$ cat config.mk
export PLATFORM = sky130hd
export DESIGN_NAME = keyword_substitution_cipher_unit
export DESIGN_NICKNAME = d
export VERILOG_FILES = /design/src/design/kwsc_pkg.sv /design/src/design/kwsc_table.sv /design/src/design/kwsc_ctrl.sv /design/src/design/keyword_substitution_cipher_unit.sv
export SDC_FILE = /design/constraint.sdc
export NUM_CORES = 1
export LEC_CHECK = 0
export BUFFER_PORTS_ARGS = -buffer_cell sky130_fd_sc_hd__buf_4
export CAP_MARGIN = 0
export CORE_ASPECT_RATIO = 1.5
export CORE_MARGIN = 4
export CORE_UTILIZATION = 50
export CTS_BUF_LIST = sky130_fd_sc_hd__clkbuf_8
export CTS_CLUSTER_SIZE = 24
export DETAILED_ROUTE_END_ITERATION = 16
export PLACE_DENSITY = 0.66
export SYNTH_ARGS = -nofsm -noshare
export SYNTH_HDL_FRONTEND = slang
export SYNTH_SLANG_ARGS = --single-unit
$ cat constraint.sdc
create_clock -name clk -period 4.8 [get_ports clk]
set_input_delay 1.44 -clock clk [delete_from_list [all_inputs] [get_ports clk]]
set_output_delay 1.44 -clock clk [all_outputs]
set_load 0.005 [all_outputs]
$ cat src/design/kwsc_pkg.sv
// ----------------------------------------------------------------------------
// Keyword substitution cipher: shared package
// Letter decode, codes, widths and the table access request type.
// ----------------------------------------------------------------------------
package kwsc_pkg;

    localparam int LETTERS = 26;
    localparam int IDX_W   = $clog2(LETTERS);
    localparam int CNT_W   = $clog2(LETTERS + 1);

    typedef logic [IDX_W-1:0] idx_t;
    typedef logic [CNT_W-1:0] cnt_t;

    // Item kinds
    localparam logic [1:0] KIND_KEY = 2'd0;
    localparam logic [1:0] KIND_MSG = 2'd1;
    localparam logic [1:0] KIND_END = 2'd2;

    localparam logic [6:0] ASCII_A     = 7'h41;
    localparam logic [6:0] ASCII_SPACE = 7'h20;
    localparam logic [3:0] DEFAULT_GROUP = 4'd4;

    // Decoded letter: hit is set for A..Z or a..z
    typedef struct packed {
        logic hit;
        idx_t idx;
    } letter_t;

    // Cipher table request from the sequencer
    typedef struct packed {
        logic wr_en;
        idx_t wr_addr;
        idx_t wr_data;
        logic rd_en;
        idx_t rd_addr;
    } tbl_req_t;

    function automatic letter_t letter_decode(input logic [7:0] c);
        letter_t r;
        r.hit = 1'b0;
        r.idx = '0;
        if (c >= 8'h41 && c <= 8'h5A)
        begin
            r.hit = 1'b1;
            r.idx = IDX_W'(c - 8'h41);
        end
        else if (c >= 8'h61 && c <= 8'h7A)
        begin
            r.hit = 1'b1;
            r.idx = IDX_W'(c - 8'h61);
        end
        return r;
    endfunction

endpackage

$ cat src/design/kwsc_table.sv
// ----------------------------------------------------------------------------
// Cipher table memory
// 26-entry alphabet store, one write and one registered read per cycle.
// ----------------------------------------------------------------------------
module kwsc_table
    import kwsc_pkg::*;
(
    input  logic     clk,
    input  tbl_req_t req,
    output idx_t     rd_data
);

    idx_t mem [LETTERS];
    idx_t rd_data_reg;

    // Write port
    always_ff @(posedge clk)
    begin
        if (req.wr_en)
        begin
            mem[req.wr_addr] <= req.wr_data;
        end
    end

    // Registered read port
    always_ff @(posedge clk)
    begin
        if (req.rd_en)
        begin
            rd_data_reg <= mem[req.rd_addr];
        end
    end

    assign rd_data = rd_data_reg;

endmodule

$ cat src/design/kwsc_ctrl.sv
// ----------------------------------------------------------------------------
// Cipher sequencer
// Keyword append, alphabet fill sweep, lookup and grouped output.
// ----------------------------------------------------------------------------
module kwsc_ctrl
    import kwsc_pkg::*;
(
    input  logic       clk,
    input  logic       rst_n,
    input  logic [3:0] group_len,
    input  logic       in_valid,
    output logic       in_stall,
    input  logic [1:0] kind,
    input  logic [7:0] char_in,
    output logic       out_valid,
    input  logic       out_stall,
    output logic [6:0] char_out,
    output logic       run_last,
    output tbl_req_t   tbl_req,
    input  idx_t       tbl_rd_data
);

    localparam logic [2:0] S_IDLE    = 3'd0;
    localparam logic [2:0] S_FILL    = 3'd1;
    localparam logic [2:0] S_LOOKUP  = 3'd2;
    localparam logic [2:0] S_CAPTURE = 3'd3;
    localparam logic [2:0] S_SPACE   = 3'd4;
    localparam logic [2:0] S_LETTER  = 3'd5;

    logic [2:0]         state_reg, state_next;
    logic [LETTERS-1:0] seen_reg, seen_next;
    cnt_t               count_reg, count_next;
    logic               complete_reg, complete_next;
    logic [3:0]         gpos_reg, gpos_next;
    logic               emitted_reg, emitted_next;
    idx_t               fill_reg, fill_next;
    logic               hit_reg, hit_next;
    logic               out_valid_reg, out_valid_next;
    idx_t               idx_reg, idx_next;
    logic [6:0]         letter_reg, letter_next;
    logic [6:0]         char_out_reg, char_out_next;
    logic               run_last_reg, run_last_next;

    letter_t            dec;
    logic               has_room;

    assign dec      = letter_decode(char_in);
    assign has_room = (count_reg < CNT_W'(LETTERS));

    // Sequencer
    always_comb
    begin
        state_next     = state_reg;
        seen_next      = seen_reg;
        count_next     = count_reg;
        complete_next  = complete_reg;
        gpos_next      = gpos_reg;
        emitted_next   = emitted_reg;
        fill_next      = fill_reg;
        hit_next       = hit_reg;
        out_valid_next = out_valid_reg;
        idx_next       = idx_reg;
        letter_next    = letter_reg;
        char_out_next  = char_out_reg;
        run_last_next  = run_last_reg;
        tbl_req        = '0;

        unique case (state_reg)
            S_IDLE:
            begin
                if (in_valid)
                begin
                    unique case (kind)
                        KIND_KEY:
                        begin
                            // append a new keyword letter
                            if (!complete_reg && dec.hit && has_room && !seen_reg[dec.idx])
                            begin
                                tbl_req.wr_en   = 1'b1;
                                tbl_req.wr_addr = IDX_W'(count_reg);
                                tbl_req.wr_data = dec.idx;
                                count_next      = count_reg + 1'b1;
                                seen_next       = seen_reg | (LETTERS'(1) << dec.idx);
                            end
                        end
                        KIND_MSG:
                        begin
                            idx_next = dec.idx;
                            hit_next = dec.hit;
                            if (!complete_reg)
                            begin
                                fill_next  = '0;
                                state_next = S_FILL;
                            end
                            else
                            begin
                                state_next = S_LOOKUP;
                            end
                        end
                        KIND_END:
                        begin
                            seen_next     = '0;
                            count_next    = '0;
                            complete_next = 1'b0;
                            gpos_next     = '0;
                            emitted_next  = 1'b0;
                        end
                        default:
                        begin
                        end
                    endcase
                end
            end
            S_FILL:
            begin
                // one candidate letter per cycle
                if (has_room && !seen_reg[fill_reg])
                begin
                    tbl_req.wr_en   = 1'b1;
                    tbl_req.wr_addr = IDX_W'(count_reg);
                    tbl_req.wr_data = fill_reg;
                    count_next      = count_reg + 1'b1;
                    seen_next       = seen_reg | (LETTERS'(1) << fill_reg);
                end
                if (fill_reg == IDX_W'(LETTERS - 1))
                begin
                    complete_next = 1'b1;
                    state_next    = S_LOOKUP;
                end
                else
                begin
                    fill_next = fill_reg + 1'b1;
                end
            end
            S_LOOKUP:
            begin
                if (hit_reg)
                begin
                    tbl_req.rd_en   = 1'b1;
                    tbl_req.rd_addr = idx_reg;
                    state_next      = S_CAPTURE;
                end
                else
                begin
                    state_next = S_IDLE;
                end
            end
            S_CAPTURE:
            begin
                letter_next    = ASCII_A + 7'(tbl_rd_data);
                out_valid_next = 1'b1;
                emitted_next   = 1'b1;
                // space opens every group after the first
                if (emitted_reg && gpos_reg >= group_len)
                begin
                    char_out_next = ASCII_SPACE;
                    run_last_next = 1'b0;
                    gpos_next     = 4'd1;
                    state_next    = S_SPACE;
                end
                else
                begin
                    char_out_next = ASCII_A + 7'(tbl_rd_data);
                    run_last_next = 1'b1;
                    gpos_next     = gpos_reg + 1'b1;
                    state_next    = S_LETTER;
                end
            end
            S_SPACE:
            begin
                if (!out_stall)
                begin
                    char_out_next = letter_reg;
                    run_last_next = 1'b1;
                    state_next    = S_LETTER;
                end
            end
            S_LETTER:
            begin
                if (!out_stall)
                begin
                    out_valid_next = 1'b0;
                    state_next     = S_IDLE;
                end
            end
            default:
            begin
                state_next = S_IDLE;
            end
        endcase
    end

    // Control state
    always_ff @(posedge clk or negedge rst_n)
    begin
        if (!rst_n)
        begin
            state_reg     <= S_IDLE;
            seen_reg      <= '0;
            count_reg     <= '0;
            complete_reg  <= 1'b0;
            gpos_reg      <= '0;
            emitted_reg   <= 1'b0;
            fill_reg      <= '0;
            hit_reg       <= 1'b0;
            out_valid_reg <= 1'b0;
        end
        else
        begin
            state_reg     <= state_next;
            seen_reg      <= seen_next;
            count_reg     <= count_next;
            complete_reg  <= complete_next;
            gpos_reg      <= gpos_next;
            emitted_reg   <= emitted_next;
            fill_reg      <= fill_next;
            hit_reg       <= hit_next;
            out_valid_reg <= out_valid_next;
        end
    end

    // Payload registers
    always_ff @(posedge clk)
    begin
        idx_reg      <= idx_next;
        letter_reg   <= letter_next;
        char_out_reg <= char_out_next;
        run_last_reg <= run_last_next;
    end

    assign in_stall  = (state_reg != S_IDLE);
    assign out_valid = out_valid_reg;
    assign char_out  = char_out_reg;
    assign run_last  = run_last_reg;

endmodule

$ cat src/design/keyword_substitution_cipher_unit.sv
// ----------------------------------------------------------------------------
// Keyword substitution cipher unit
// Builds a cipher alphabet from keyword letters and encodes message letters
// into space-separated groups.
// ----------------------------------------------------------------------------
// One request is taken at a time; in_stall stays high until all its output is
// delivered. Keyword characters and end-of-message requests finish in the
// accept cycle. A message letter passes through accept, registered table read
// and capture, then presents each output character in turn; a dropped
// non-letter message character passes through accept and lookup only. The
// first message character after reset or end of message adds a sweep that
// fills the unused letters into the table one candidate per cycle.
// Output backpressure holds each output character until it is taken. group_length is written over
// the cfg channel, which is always ready; reset value is 4.
module keyword_substitution_cipher_unit
    import kwsc_pkg::*;
(
    input  logic       clk,
    input  logic       rst_n,
    input  logic       cfg_valid,
    output logic       cfg_ready,
    input  logic [3:0] group_length,
    input  logic       in_valid,
    output logic       in_stall,
    input  logic [1:0] kind,
    input  logic [7:0] char_in,
    output logic       out_valid,
    input  logic       out_stall,
    output logic [6:0] char_out,
    output logic       run_last
);

    logic [3:0] group_length_reg;
    tbl_req_t   tbl_req;
    idx_t       tbl_rd_data;

    // Group length register
    always_ff @(posedge clk or negedge rst_n)
    begin
        if (!rst_n)
        begin
            group_length_reg <= DEFAULT_GROUP;
        end
        else if (cfg_valid && cfg_ready)
        begin
            group_length_reg <= group_length;
        end
    end

    assign cfg_ready = 1'b1;

    kwsc_ctrl u_ctrl (
        .clk         (clk),
        .rst_n       (rst_n),
        .group_len   (group_length_reg),
        .in_valid    (in_valid),
        .in_stall    (in_stall),
        .kind        (kind),
        .char_in     (char_in),
        .out_valid   (out_valid),
        .out_stall   (out_stall),
        .char_out    (char_out),
        .run_last    (run_last),
        .tbl_req     (tbl_req),
        .tbl_rd_data (tbl_rd_data)
    );

    kwsc_table u_table (
        .clk     (clk),
        .req     (tbl_req),
        .rd_data (tbl_rd_data)
    );

endmodule

======== After elaboration in Yosys (flattened, before gate mapping) ========
Memory sizes are Yosys's and may differ from the RTL's. A register that Yosys moved wholly into a read port is not among the register bits.
Index checks and enable logic that the tools add are counted.
storage, ports and cells
  flip-flop bits (word level) ............. 71
  RAM bits ................................ 130
  output and inout bits ................... 11
  word-level logic and storage cells ...... 133
  memories kept ........................... 1
cells by class
  $add $sub $neg .......................... 6
  magnitude comparators ................... 8
  equal/unequal tests ..................... 19
  shift operators ......................... 2
  muxes and demuxes ....................... 56
  bitwise operators ....................... 2
  reduce and logical (&&, ||, !) cells .... 25
memory list
  memory       words  bits a word  read ports  clocked after memory_dff  write ports  RTL line          text
  u_table.mem  26     5            1           1                         1            kwsc_table.sv:13  idx_t mem [LETTERS];
operator list
  operator                                                                             count
  26-bit case mux with 2 select lines                                                  2
  26-bit two-way mux                                                                   3
  26-bit OR                                                                            2
  1-bit by 5-bit << shifter with 26-bit output, first input constant                   2
  11-bit two-way mux                                                                   4
  5-bit two-way mux                                                                    7
  5-bit case mux with 2 select lines                                                   3
  6-bit two-way mux                                                                    4
  11-bit case mux with 2 select lines                                                  1
  3-bit case mux with 6 select lines                                                   1
  8-bit by 7-bit greater-or-equal comparator with 1-bit output, second input constant  2
  8-bit by 7-bit <= comparator with 1-bit output, second input constant                2
  3-bit two-way mux                                                                    5
  5-bit AND reduction                                                                  3
  7-bit two-way mux                                                                    2
  2-bit != test, second input constant                                                 7
  7-bit case mux with 2 select lines                                                   1
  5-bit by 6-bit less-than comparator with 1-bit output, second input constant         2
  4-bit two-way mux                                                                    3
  1-bit two-way mux                                                                    11
  5-bit by 1-bit adder with 5-bit output, second input constant                        2
  1-bit binary-select mux with 5-bit select                                            2
  5-bit by 1-bit subtractor with 5-bit output, second input constant                   2
  1-bit case mux with 2 select lines                                                   4
  other kinds (24)                                                                     41

======== Logic depth before layout (Yosys ltp) ========
Gate-level depths: netlist (run 1).
  depth in word-level cells ............... 14
  mapped depth ............................ 14
  gate-level depth less buffers ........... 10

======== Modules after synthesis ========
A second synthesis (run 1) with hierarchy kept.
second synthesis, totals
  cells, all modules ...................... 831
  area total of the unflattened synthesis .. 10167.3 µm²
modules (own cells, without submodules)
  module                            times used  cells each  area each (µm²)  seq. area each (µm²)
  kwsc_table                        1           314         5416.4           4053.9
  kwsc_ctrl                         1           507         4593.2           1716.6
  keyword_substitution_cipher_unit  1           10          157.7            101.3

======== Worst setup path before layout (run 1) ========
No wires, ideal clock.
  path kind ............................... input -> register
  start ................................... input port char_in[0]
  end ..................................... memory u_table.mem[0][0] (netlist name), data pin
  library setup time ...................... 0.420 ns
  data arrival time ....................... 5.066 ns
  data required time ...................... 4.380 ns
  slack ................................... -0.686 ns
  stages on the path ...................... 11
  buffers on the path ..................... 3
  cell sequence ........................... buf_6 > clkbuf_1 > inv_1 > ha_1 > clkbuf_1 > mux4_2 > or4_1 > o221a_2 > a211oi_4 > nand4_1 > o31ai_1
RTL lines
  what         RTL line                                text
  from (decl)  keyword_substitution_cipher_unit.sv:26  input logic [7:0] char_in,
  to (decl)    kwsc_table.sv:13

======== Worst setup path after layout (run 1) ========
  start ................................... input port char_in[0]
  end ..................................... memory u_table.mem[4][2] (netlist name), enable pin
between the ends
  longest elaborated chain between the ends .. 14
  elaborated cells on any way between the ends .. 22
RTL lines
  what                                                                                                                                   RTL line          text
  8-bit by 7-bit greater-or-equal comparator with 1-bit output / 8-bit by 7-bit <= comparator with 1-bit output (equally long branches)  kwsc_pkg.sv:47    else if (c >= 8'h61 && c <= 8'h7A)
  1-bit logical AND                                                                                                                      kwsc_pkg.sv:47
  6-bit two-way mux                                                                                                                      kwsc_pkg.sv:47
  6-bit two-way mux *                                                                                                                    kwsc_pkg.sv:42    if (c >= 8'h41 && c <= 8'h5A)
  1-bit binary-select mux with 5-bit select                                                                                              kwsc_ctrl.sv:77   if (!complete_reg && dec.hit && has_room && !seen_reg[dec.idx])
  1-bit two-way mux (not written as such)                                                                                                kwsc_ctrl.sv:77
  1-bit zero test                                                                                                                        kwsc_ctrl.sv:77
  1-bit logical AND *                                                                                                                    kwsc_ctrl.sv:77
  11-bit two-way mux *                                                                                                                   kwsc_ctrl.sv:77
  11-bit two-way mux *                                                                                                                   kwsc_ctrl.sv:73   unique case (kind)
  11-bit two-way mux *                                                                                                                   kwsc_ctrl.sv:71   if (in_valid)
  11-bit case mux with 2 select lines *                                                                                                  kwsc_ctrl.sv:68   unique case (state_reg)
  1-bit two-way mux                                                                                                                      kwsc_table.sv:19  if (req.wr_en)
  1-bit two-way mux (not written as such)                                                                                                kwsc_table.sv:21  mem[req.wr_addr] <= req.wr_data;
Mark *: on every way between the ends. The rest lies on a longest branch, timed or not. The select of a mux whose other input is x is not followed.

==> results of run 1 <==
[layout make-up]
cell class	count	area [um2]
Clock buffer	30	412.9
Tap cell	260	325.3
Inverter	26	102.6
Fill cell	1603	8084
Timing Repair Buffer	57	478.0
Multi-Input combinational cell	543	4249
Sequential cell	204	5872
Clock inverter	26	340.3
[through the flow]
step	instances	area [um2]	setup WS (ns)	hold slack (ns)
after floorplan	824	10470	0.05304	0.4584
after global placement	1090	11030	0.2716	0.4939
after detailed placement	1090	11030	0.1346	0.5011
after CTS	1146	11780	0.7571	0.5151
after global routing	1146	11780	0.5458	0.5538
final	1146	11780	0.6932	0.5083
[cell usage in the layout, fill, tap and decap left out, types with 5 or more instances in the layout]
master | synthesis | layout
buf_4 | 4 | 53
nand2b_1 | 11 | 11
a31oi_1 | 7 | 7
nor4_2 | 10 | 8
mux4_2 | 23 | 23
o21ai_0 | 45 | 42
nor3_1 | 15 | 15
nor4_4 | 0 | 19
a211oi_1 | 17 | 17
inv_1 | 24 | 25
o211a_1 | 7 | 7
clkinv_2 | 0 | 5
a32oi_1 | 14 | 14
mux2_2 | 5 | 5
bufinv_16 | 0 | 8
clkinv_1 | 0 | 8
edfxtp_1 | 153 | 153
nand3_1 | 21 | 21
nand4_1 | 6 | 6
or3_1 | 11 | 11
ha_1 | 16 | 16
a21oi_1 | 20 | 20
nor2b_1 | 17 | 17
dfrtp_1 | 50 | 50
nand2_1 | 80 | 80
o22ai_1 | 13 | 13
clkbuf_8 | 0 | 30
nor4_1 | 23 | 6
mux2i_1 | 38 | 38
nor2_1 | 63 | 63
[kinds of logic after synthesis]
logic type,synth area share
simple gates,0.1409
flops,0.5785
compound gates,0.1268
buf+inv,0.03365
mux,0.09405
fa+ha+maj,0.01972
xor+xnor,0.006040
other cells,0.0003694
[layer usage]
metal	GRT usage	vias up	wire (um)
li1	-	3253	-
met1	0.2456	3558	9176
met2	0.4205	250	13740
met3	0.03192	80	1180
met4	0.1097	0	1263
met5	0	-	0
[tightest hold or removal path, cell delays in order (launching register included)]
cell and delay, ns:
dfrtp_1 0.36, nand2_1 0.05, o21ai_0 0.07
[where the power goes]
group | internal [W] | switching, W | leakage (nW)
clock | 0.00103 | 0.000688 | 0.382
sequential | 0.00235 | 0.000303 | 2.07
combinational | 0.000714 | 0.00144 | 1.90
total | 0.00410 | 0.00243 | 4.35
[worst max-delay path by stage]
stage / from / to / slack (ns)
finish: char_in[0] / u_table.mem[4][2]$_DFFE_PP_ / 0.69
global route: char_in[1] / u_table.mem[4][2]$_DFFE_PP_ / 0.55
CTS: char_in[0] / u_table.mem[20][4]$_DFFE_PP_ / 0.76
detailed placement: char_in[0] / u_table.mem[4][2]$_DFFE_PP_ / 0.13
global placement: char_in[0] / u_table.mem[4][4]$_DFFE_PP_ / 0.27
floorplan: char_in[0] / u_table.mem[0][0]$_DFFE_PP_ / 0.05
==> results.toml, run 1 <==
[status]
outcome = "finished, final reports clean"

[synth]
synth_nets = 859
synth_area_leaders = "edfxtp_1 45%, dfrtp_1 12%, mux4_2 5.1%"
yosysMostFrequentCell = "edfxtp_1"
synth_edf_count = 153
synth_seq_area_share = 0.5785
synth_ff_type = "edfxtp_1"
synth_commonest_cells = "153 x edfxtp_1, 80 x nand2_1, 63 x nor2_1"
ys_seq_elements = 204
synthArstFlopShare = 0.2500
synth_cell_types = 76
ys_warn_count = 0
synth_top_area_share = 0.4526
syn_avg_cell_area_um2 = 12.32
synth.largest_area_cell = "edfxtp_1"
syn_area_um2 = 10150
synthCells = 824

[setup_path]
worst-path-buf-inv = 3
worst_setup_path_start_kind = "input port"
required_ns = 5.02
max_stage_delay_ns = 0.56
cpMaxStageDelayCell = "nor4_2"
cp_top_family = "simple AND/OR/NAND/NOR gates"
critical_path_cell_count = 11
reg2reg_depth = 7
cp-end-kind = "register"
worstPathMaxFanout = 26
worstSetupPathType = "input port to register"
path_cells = "buf_4 > inv_1 > ha_1 > or3b_1 > o211ai_2 > nor2_1 > o221a_2 > a211oi_4 > a41oi_4 > buf_12 > nor4_2"
r2r_start = "u_ctrl.fill_reg[1]$_DFFE_PN0P_"
arrival_ns = 4.32
r2r-end = "u_table.mem[4][2]$_DFFE_PP_"
reg2reg_slack_ns = 1.13

[timing]
fin_crit_sh = 0.8556
hold_viol = 0
clock_skew_ns = 0.04159
tns_ns = 0
drv_slew = 0
min_period_ns = 4.107
fmax_ghz = 0.2435
rsz0062_at_grt = "false"
setup_violations = 0
relSlewSlack = 0.3126
max_slew.worst_pin.slew_ns = 1.023

[clock_tree]
cts_root_buf = "clkbuf_8"
holdBufCountCts = 0
cts_resized = 0
cts.clk_slew.worst_paths_ns = 0.07
insertion_delay_ns = 0.58
cts_sinks = 204
numCtsBuffers = 30
post_cts_buffers = 0
cts_tree = "yes"
cts-htree-levels = 1
cts.path.max_buffers = 3

[pwr]
p_total_w = 0.006529
peakVddDrop_mv = 0.4351
p_leak_nw = 4.348
p_per_area_nw_per_um2 = 554.3

[floorplan]
initial_core_util = 0.5110
rows = 63
die_y_um = 182.5
core_area_um2 = 19860
io_pins = 30
fp.dieArea_um2 = 22690
fp.dieW_um = 124.3

[drt]
vias = 7141
drt-initial-drc-count = 479
firstDrtPassIters = 6
finalWirelength_um = 25360
wl_per_cell_um = 22.13
ant_nets = 0
viasPerCell = 6.231
drc = 0

[global_route]
grt_pass1_vias = 7513
grt_pass1_wl_um = 40720
grt_remaining_overflow = 0
grt_antenna_before_repair = 0
track_usage = 0.2239
grt_max_degree = 52

[place]
gp_congestion = 0.9720
dpl.hpwl_um = 18030
port_buffers = 28

[job]
maxCapViolations = 0

[hold_path]
hp-start = "u_ctrl.seen_reg[5]$_DFFE_PN0P_"
min_path_cells = 2
hold_path_class = "register to register"
holdPathEnd = "u_ctrl.seen_reg[5]$_DFFE_PN0P_"

[layout]
area_delta_synth_final_pct = 16.05
nets = 897
num_antenna_cells = 0
largest_reg_flops = 130
drive_above_1_share = 0.2099
utilization = 0.5930
(Power assumes the default switching activity.)
==> inputs of run 2 (changes only) <==
- clock period: 4.8 -> 5 ns (I/O delays scaled with it)
==> run 2 against run 1 <==
  * Count of clock-buffer cells in the layout is 4 higher
  * First-iteration DRC count is 2.1% lower
  * Flip-flop and latch count stayed put
  * Critical path depth is 1 lower
  * Clock power is 21% lower
  * Combinational power is 14% lower
  * Final cell count is 1.7% higher
  * Routed wire length is 1.7% higher
  * Sequential share of layout area is 1.2 points higher
  * Register-to-register slack better by 0.29 ns
  * Non-clock buffer count is 21 higher
  * Setup slack better by 0.10 ns
  * Largest cell class unchanged
==> results.toml, run 2 (same netlist as run 1, synthesis figures left out) <==
[timing]
hold_viol = 0
setup_violations = 0
fin_crit_sh = 0.8410
drv_slew = 0
min_period_ns = 4.205
rsz0062_at_grt = "false"
max_slew.worst_pin.slew_ns = 1.024
relSlewSlack = 0.3101
timing.final.ws_setup_ns = 0.7951
clock_skew_ns = 0.007693
fmax_ghz = 0.2378

[setup_path]
r2r_start = "u_ctrl.fill_reg[1]$_DFFE_PN0P_"
worstPathMaxFanout = 11
worstSetupPathType = "input port to register"
required_ns = 5.19
worst-path-buf-inv = 2
reg2reg_slack_ns = 1.42
cpMaxStageDelayCell = "nor4_2"
max_stage_delay_ns = 0.68
reg2reg_depth = 6
cp-end-kind = "register"
path_cells = "buf_4 > inv_1 > ha_1 > or3b_1 > o211ai_2 > nor2_1 > o221a_2 > a211oi_4 > a41oi_4 > nor4_2"
worst_setup_path_start_kind = "input port"
arrival_ns = 4.39
cp_top_family = "simple AND/OR/NAND/NOR gates"
r2r-end = "u_table.mem[1][2]$_DFFE_PP_"

[hold_path]
hold_path_class = "register to register"
hp-start = "u_ctrl.seen_reg[9]$_DFFE_PN0P_"
min_path_cells = 2
holdPathEnd = "u_ctrl.seen_reg[9]$_DFFE_PN0P_"

[pwr]
peakVddDrop_mv = 0.4208
clock_power_share = 0.235
p_sw_w = 0.002139
p_per_area_nw_per_um2 = 503.9
p_leak_nw = 4.332
intPower_w = 0.003654
seqPwrFrac = 0.444
pwr-share-comb = 0.321
p_sw_frac = 0.3692
p_total_w = 0.005793

[global_route]
grt_remaining_overflow = 0
grt_pass1_wl_um = 40990
grt_pass1_vias = 7482
track_usage = 0.2271
grt_antenna_before_repair = 0
grt_max_degree = 52

[place]
dpl.hpwl_um = 18650
gp_congestion = 0.9351
dpl_worst_slack_ns = 0.2213
placed_cell_area_um2 = 10870
port_buffers = 28

[clock_tree]
cts_sinks = 204
post_cts_buffers = 0
numCtsBuffers = 30
insertion_delay_ns = 0.56
cts.path.max_buffers = 3
cts.clk_slew.worst_paths_ns = 0.06
cts_resized = 0
cts_tree = "yes"
cts_root_buf = "clkbuf_8"
cts-htree-levels = 1
holdBufCountCts = 0

[layout]
num_antenna_cells = 0
mostFrequentLayoutCells = "153 x edfxtp_1, 80 x nand2_1, 76 x buf_4"
drive_above_1_share = 0.2086
area_delta_synth_final_pct = 13.24
largest_reg_flops = 130
nets = 918
stdcell_area_um2 = 11490
final_common_cell = "edfxtp_1"

[floorplan]
fp.dieW_um = 124.3
die_y_um = 182.5
initial_core_util = 0.5110
io_pins = 30
fp.dieArea_um2 = 22690
core_area_um2 = 19860
rows = 63

[drt]
ant_nets = 0
vias = 7176
finalWirelength_um = 25800
viasPerCell = 6.154
drt-initial-drc-count = 469
wl_per_cell_um = 22.12
firstDrtPassIters = 7
drc = 0

[status]
outcome = "finished, final reports clean"

[job]
maxCapViolations = 0
[run 2: cell count changes in the layout (fill, tap and decap cells not counted), moves of 4 or more]
cell	previous run	this run
buf_4	53	76
nor4_4	19	0
nor4_1	6	21
bufinv_16	8	2
clkbuf_8	30	34
nor4_2	8	12
[run 2: per-layer routing]
| layer | global-route usage | wire length (um) |
|---|---|---|
| met4 | 0.1084 | 1364 |
| met5 | 0 | 0 |
| met3 | 0.02811 | 1137 |
| met1 | 0.2556 | 9304 |
| met2 | 0.4240 | 13990 |
[run 2: per-stage QoR]
step	TNS, ns	utilization	hold slack, ns	instances
6_report	0	0.5787	0.5126	1166
3_3_place_gp	0	0.5474	0.4935	1111
2_1_floorplan	-19.61	-	0.4584	824
3_5_place_dp	0	0.5474	0.4996	1111
4_1_cts	0	0.5787	0.5169	1166
5_1_grt	0	0.5787	0.5559	1166
[run 2: area by class of cell]
cell class	count	area, um2
Clock buffer	34	467.9
Clock inverter	21	152.6
Fill cell	1623	8369
Inverter	26	102.6
Multi-Input combinational cell	543	3964
Sequential cell	204	5872
Tap cell	260	325.3
Timing Repair Buffer	78	610.6
[run 2: worst reg2reg max path, delay by kind of cell, from the launching register on]
kind / cells / cell delay (ns)
AOI/OAI and AO/OA: 2 / 0.64
DFF: 1 / 0.79
muxes: 2 / 0.90
and+or+nand+nor: 2 / 0.91
[run 2: worst max-delay path by stage]
stage	from	end	slack, ns	cells after the start
floorplan	char_in[0]	u_table.mem[10][0]$_DFFE_PP_	-0.15	12
global placement	char_in[0]	u_table.mem[20][2]$_DFFE_PP_	0.23	13
detailed placement	char_in[0]	u_table.mem[1][2]$_DFFE_PP_	0.22	10
CTS	char_in[0]	u_table.mem[1][0]$_DFFE_PP_	0.80	10
global route	char_in[0]	u_table.mem[21][2]$_DFFE_PP_	0.55	12
finish	char_in[0]	u_table.mem[1][2]$_DFFE_PP_	0.80	10
[run 2: power groups by stage]
stage	clock, W	sequential, W	combinational (W)
after detailed placement	0	0.00259	0.00185
after global placement	0	0.00258	0.00181
after global routing	0.00148	0.00260	0.00202
after floorplan	0	0.00241	0.00129
after CTS	0.00140	0.00256	0.00185
final	0.00136	0.00257	0.00186
==> inputs of run 3 (changes only) <==
- PLACE_DENSITY: 0.66 -> 0.69
- clock period: 5 -> 3.7 ns (I/O delays scaled with it)
==> run 3 against run 2 <==
  * Hold slack got worse by 0.0050 ns
  * Clock skew is 0.0045 ns higher
  * Sequential power is 32% higher
  * Power rose by 43%
  * Core utilization rose by 2.9 points
  * Clock power grew 25%
  * Final area rose by 5.0%
  * Sequential share of layout area fell by 2.4 points
  * Flip-flop and latch count stayed put
  * Die area stayed put
  * Setup slack worse by 0.56 ns
  * Critical endpoint is now u_table.mem[23][4]$_DFFE_PP_
==> results.toml, run 3 (same netlist as run 1, synthesis figures left out) <==
[floorplan]
initial_core_util = 0.5110
rows = 63
io_pins = 30
core_area_um2 = 19860
die_y_um = 182.5
fp.dieW_um = 124.3
fp.dieArea_um2 = 22690

[layout]
area_delta_synth_final_pct = 18.91
utilization = 0.6076
drive_above_1_share = 0.2455
mostFrequentLayoutCells = "153 x edfxtp_1, 100 x buf_4, 79 x nand2_1"
num_antenna_cells = 0
final_common_cell = "edfxtp_1"
largest_reg_flops = 130
stdcell_area_um2 = 12070
nets = 948

[pwr]
peakVddDrop_mv = 0.5941
p_per_area_nw_per_um2 = 684.1
p_leak_nw = 4.555

[timing]
fin_crit_sh = 0.9370
hold_viol = 0
whs_ns = 0.5076
max_slew.worst_pin.slew_ns = 0.9672
rsz0062_at_grt = "false"
timing.final.ws_setup_ns = 0.2333
relSlewSlack = 0.3545
min_period_ns = 3.467
drv_slew = 0
setup_violations = 0
fmax_ghz = 0.2885
clock_skew_ns = 0.01216

[place]
placed_cell_area_um2 = 11500
dpl.hpwl_um = 19410
dpl_worst_slack_ns = -0.3575
gp_congestion = 1.037
port_buffers = 28

[drt]
drc = 0
viasPerCell = 6.126
finalWirelength_um = 26670
ant_nets = 0
wl_per_cell_um = 22.28
drt-initial-drc-count = 605
firstDrtPassIters = 5
vias = 7333

[clock_tree]
numCtsBuffers = 30
post_cts_buffers = 0
cts_tree = "yes"
insertion_delay_ns = 0.57
cts.path.max_buffers = 3
cts.clk_slew.worst_paths_ns = 0.06
cts_resized = 0
cts_root_buf = "clkbuf_8"
holdBufCountCts = 0
cts_sinks = 204
cts-htree-levels = 1

[hold_path]
hold_path_class = "register to register"
hp-start = "u_ctrl.seen_reg[20]$_DFFE_PN0P_"
holdPathEnd = "u_ctrl.seen_reg[20]$_DFFE_PN0P_"
min_path_cells = 2

[setup_path]
worst_setup_path_start_kind = "input port"
reg2reg_depth = 8
r2r-end = "u_ctrl.seen_reg[3]$_DFFE_PN0P_"
worstSetupPathType = "input port to register"
required_ns = 3.92
reg2reg_slack_ns = 0.35
cp-end-kind = "register"
arrival_ns = 3.69
worstPathMaxFanout = 10
r2r_start = "u_ctrl.fill_reg[2]$_DFFE_PN0P_"

[global_route]
grt_pass1_wl_um = 42000
track_usage = 0.2338
grt_antenna_before_repair = 0
grt_remaining_overflow = 0
grt_pass1_vias = 7766
grt_max_degree = 52

[status]
outcome = "finished, final reports clean"

[job]
maxCapViolations = 0
==> run 3: changes by cell type in the layout (fill, tap and decap cells not counted), sizes merged <==
cell    delta
inv        +8
clkbuf     -3
bufinv     -1
buf       +30
clkinv     -3
==> run 3: final cells by class <==
class | instances | area [um2]
Clock buffer | 31 | 426.7
Clock inverter | 25 | 138.9
Fill cell | 1600 | 7794
Inverter | 26 | 110.1
Multi-Input combinational cell | 543 | 4287
Sequential cell | 204 | 5872
Tap cell | 260 | 325.3
Timing Repair Buffer | 108 | 910.9
==> run 3: routing by layer <==
metal	track usage	wire length (um)	vias to the layer above	share of wire
li1	-	-	3353	-
met3	0.02899	1091	82	0.041
met5	0	0	-	0
met1	0.2551	9659	3626	0.36
met2	0.4428	14540	272	0.55
met4	0.1163	1380	0	0.052
==> run 3: power by group <==
part / switching (W) / internal (W)
Combinational: 0.00204 / 0.00111
Clock: 0.000848 / 0.000853
Sequential: 0.000349 / 0.00305
Total: 0.00324 / 0.00502
==> run 3: how the worst max path moves through the flow <==
stage	start	to	slack (ns)
floorplan	char_in[0]	u_table.mem[0][0]$_DFFE_PP_	-0.47
global placement	char_in[1]	u_table.mem[19][1]$_DFFE_PP_	-0.26
detailed placement	char_in[1]	u_table.mem[7][0]$_DFFE_PP_	-0.36
CTS	char_in[1]	u_table.mem[23][4]$_DFFE_PP_	0.26
global route	char_in[1]	u_table.mem[23][2]$_DFFE_PP_	0.09
finish	char_in[1]	u_table.mem[23][4]$_DFFE_PP_	0.23
==> run 3: stage by stage <==
stage	TNS [ns]	total power, W	cells
6_report	0	0.008257	1197
5_1_grt	0	0.008673	1197
4_1_cts	0	0.008289	1197
3_5_place_dp	-50.92	0.006573	1141
3_3_place_gp	-31.39	0.006481	1141
2_1_floorplan	-102.12	0.005369	824
==> run 3: worst max-delay path: stages <==
cell and delay [ns]:
buf_4 0.12, inv_1 0.10, ha_4 0.16, or3b_1 0.38
o211ai_2 0.25, nor2_1 0.11, o221a_2 0.30, a211oi_4 0.28
a41oi_4 0.17, buf_4 0.25, buf_12 0.16, nor4_4 0.30
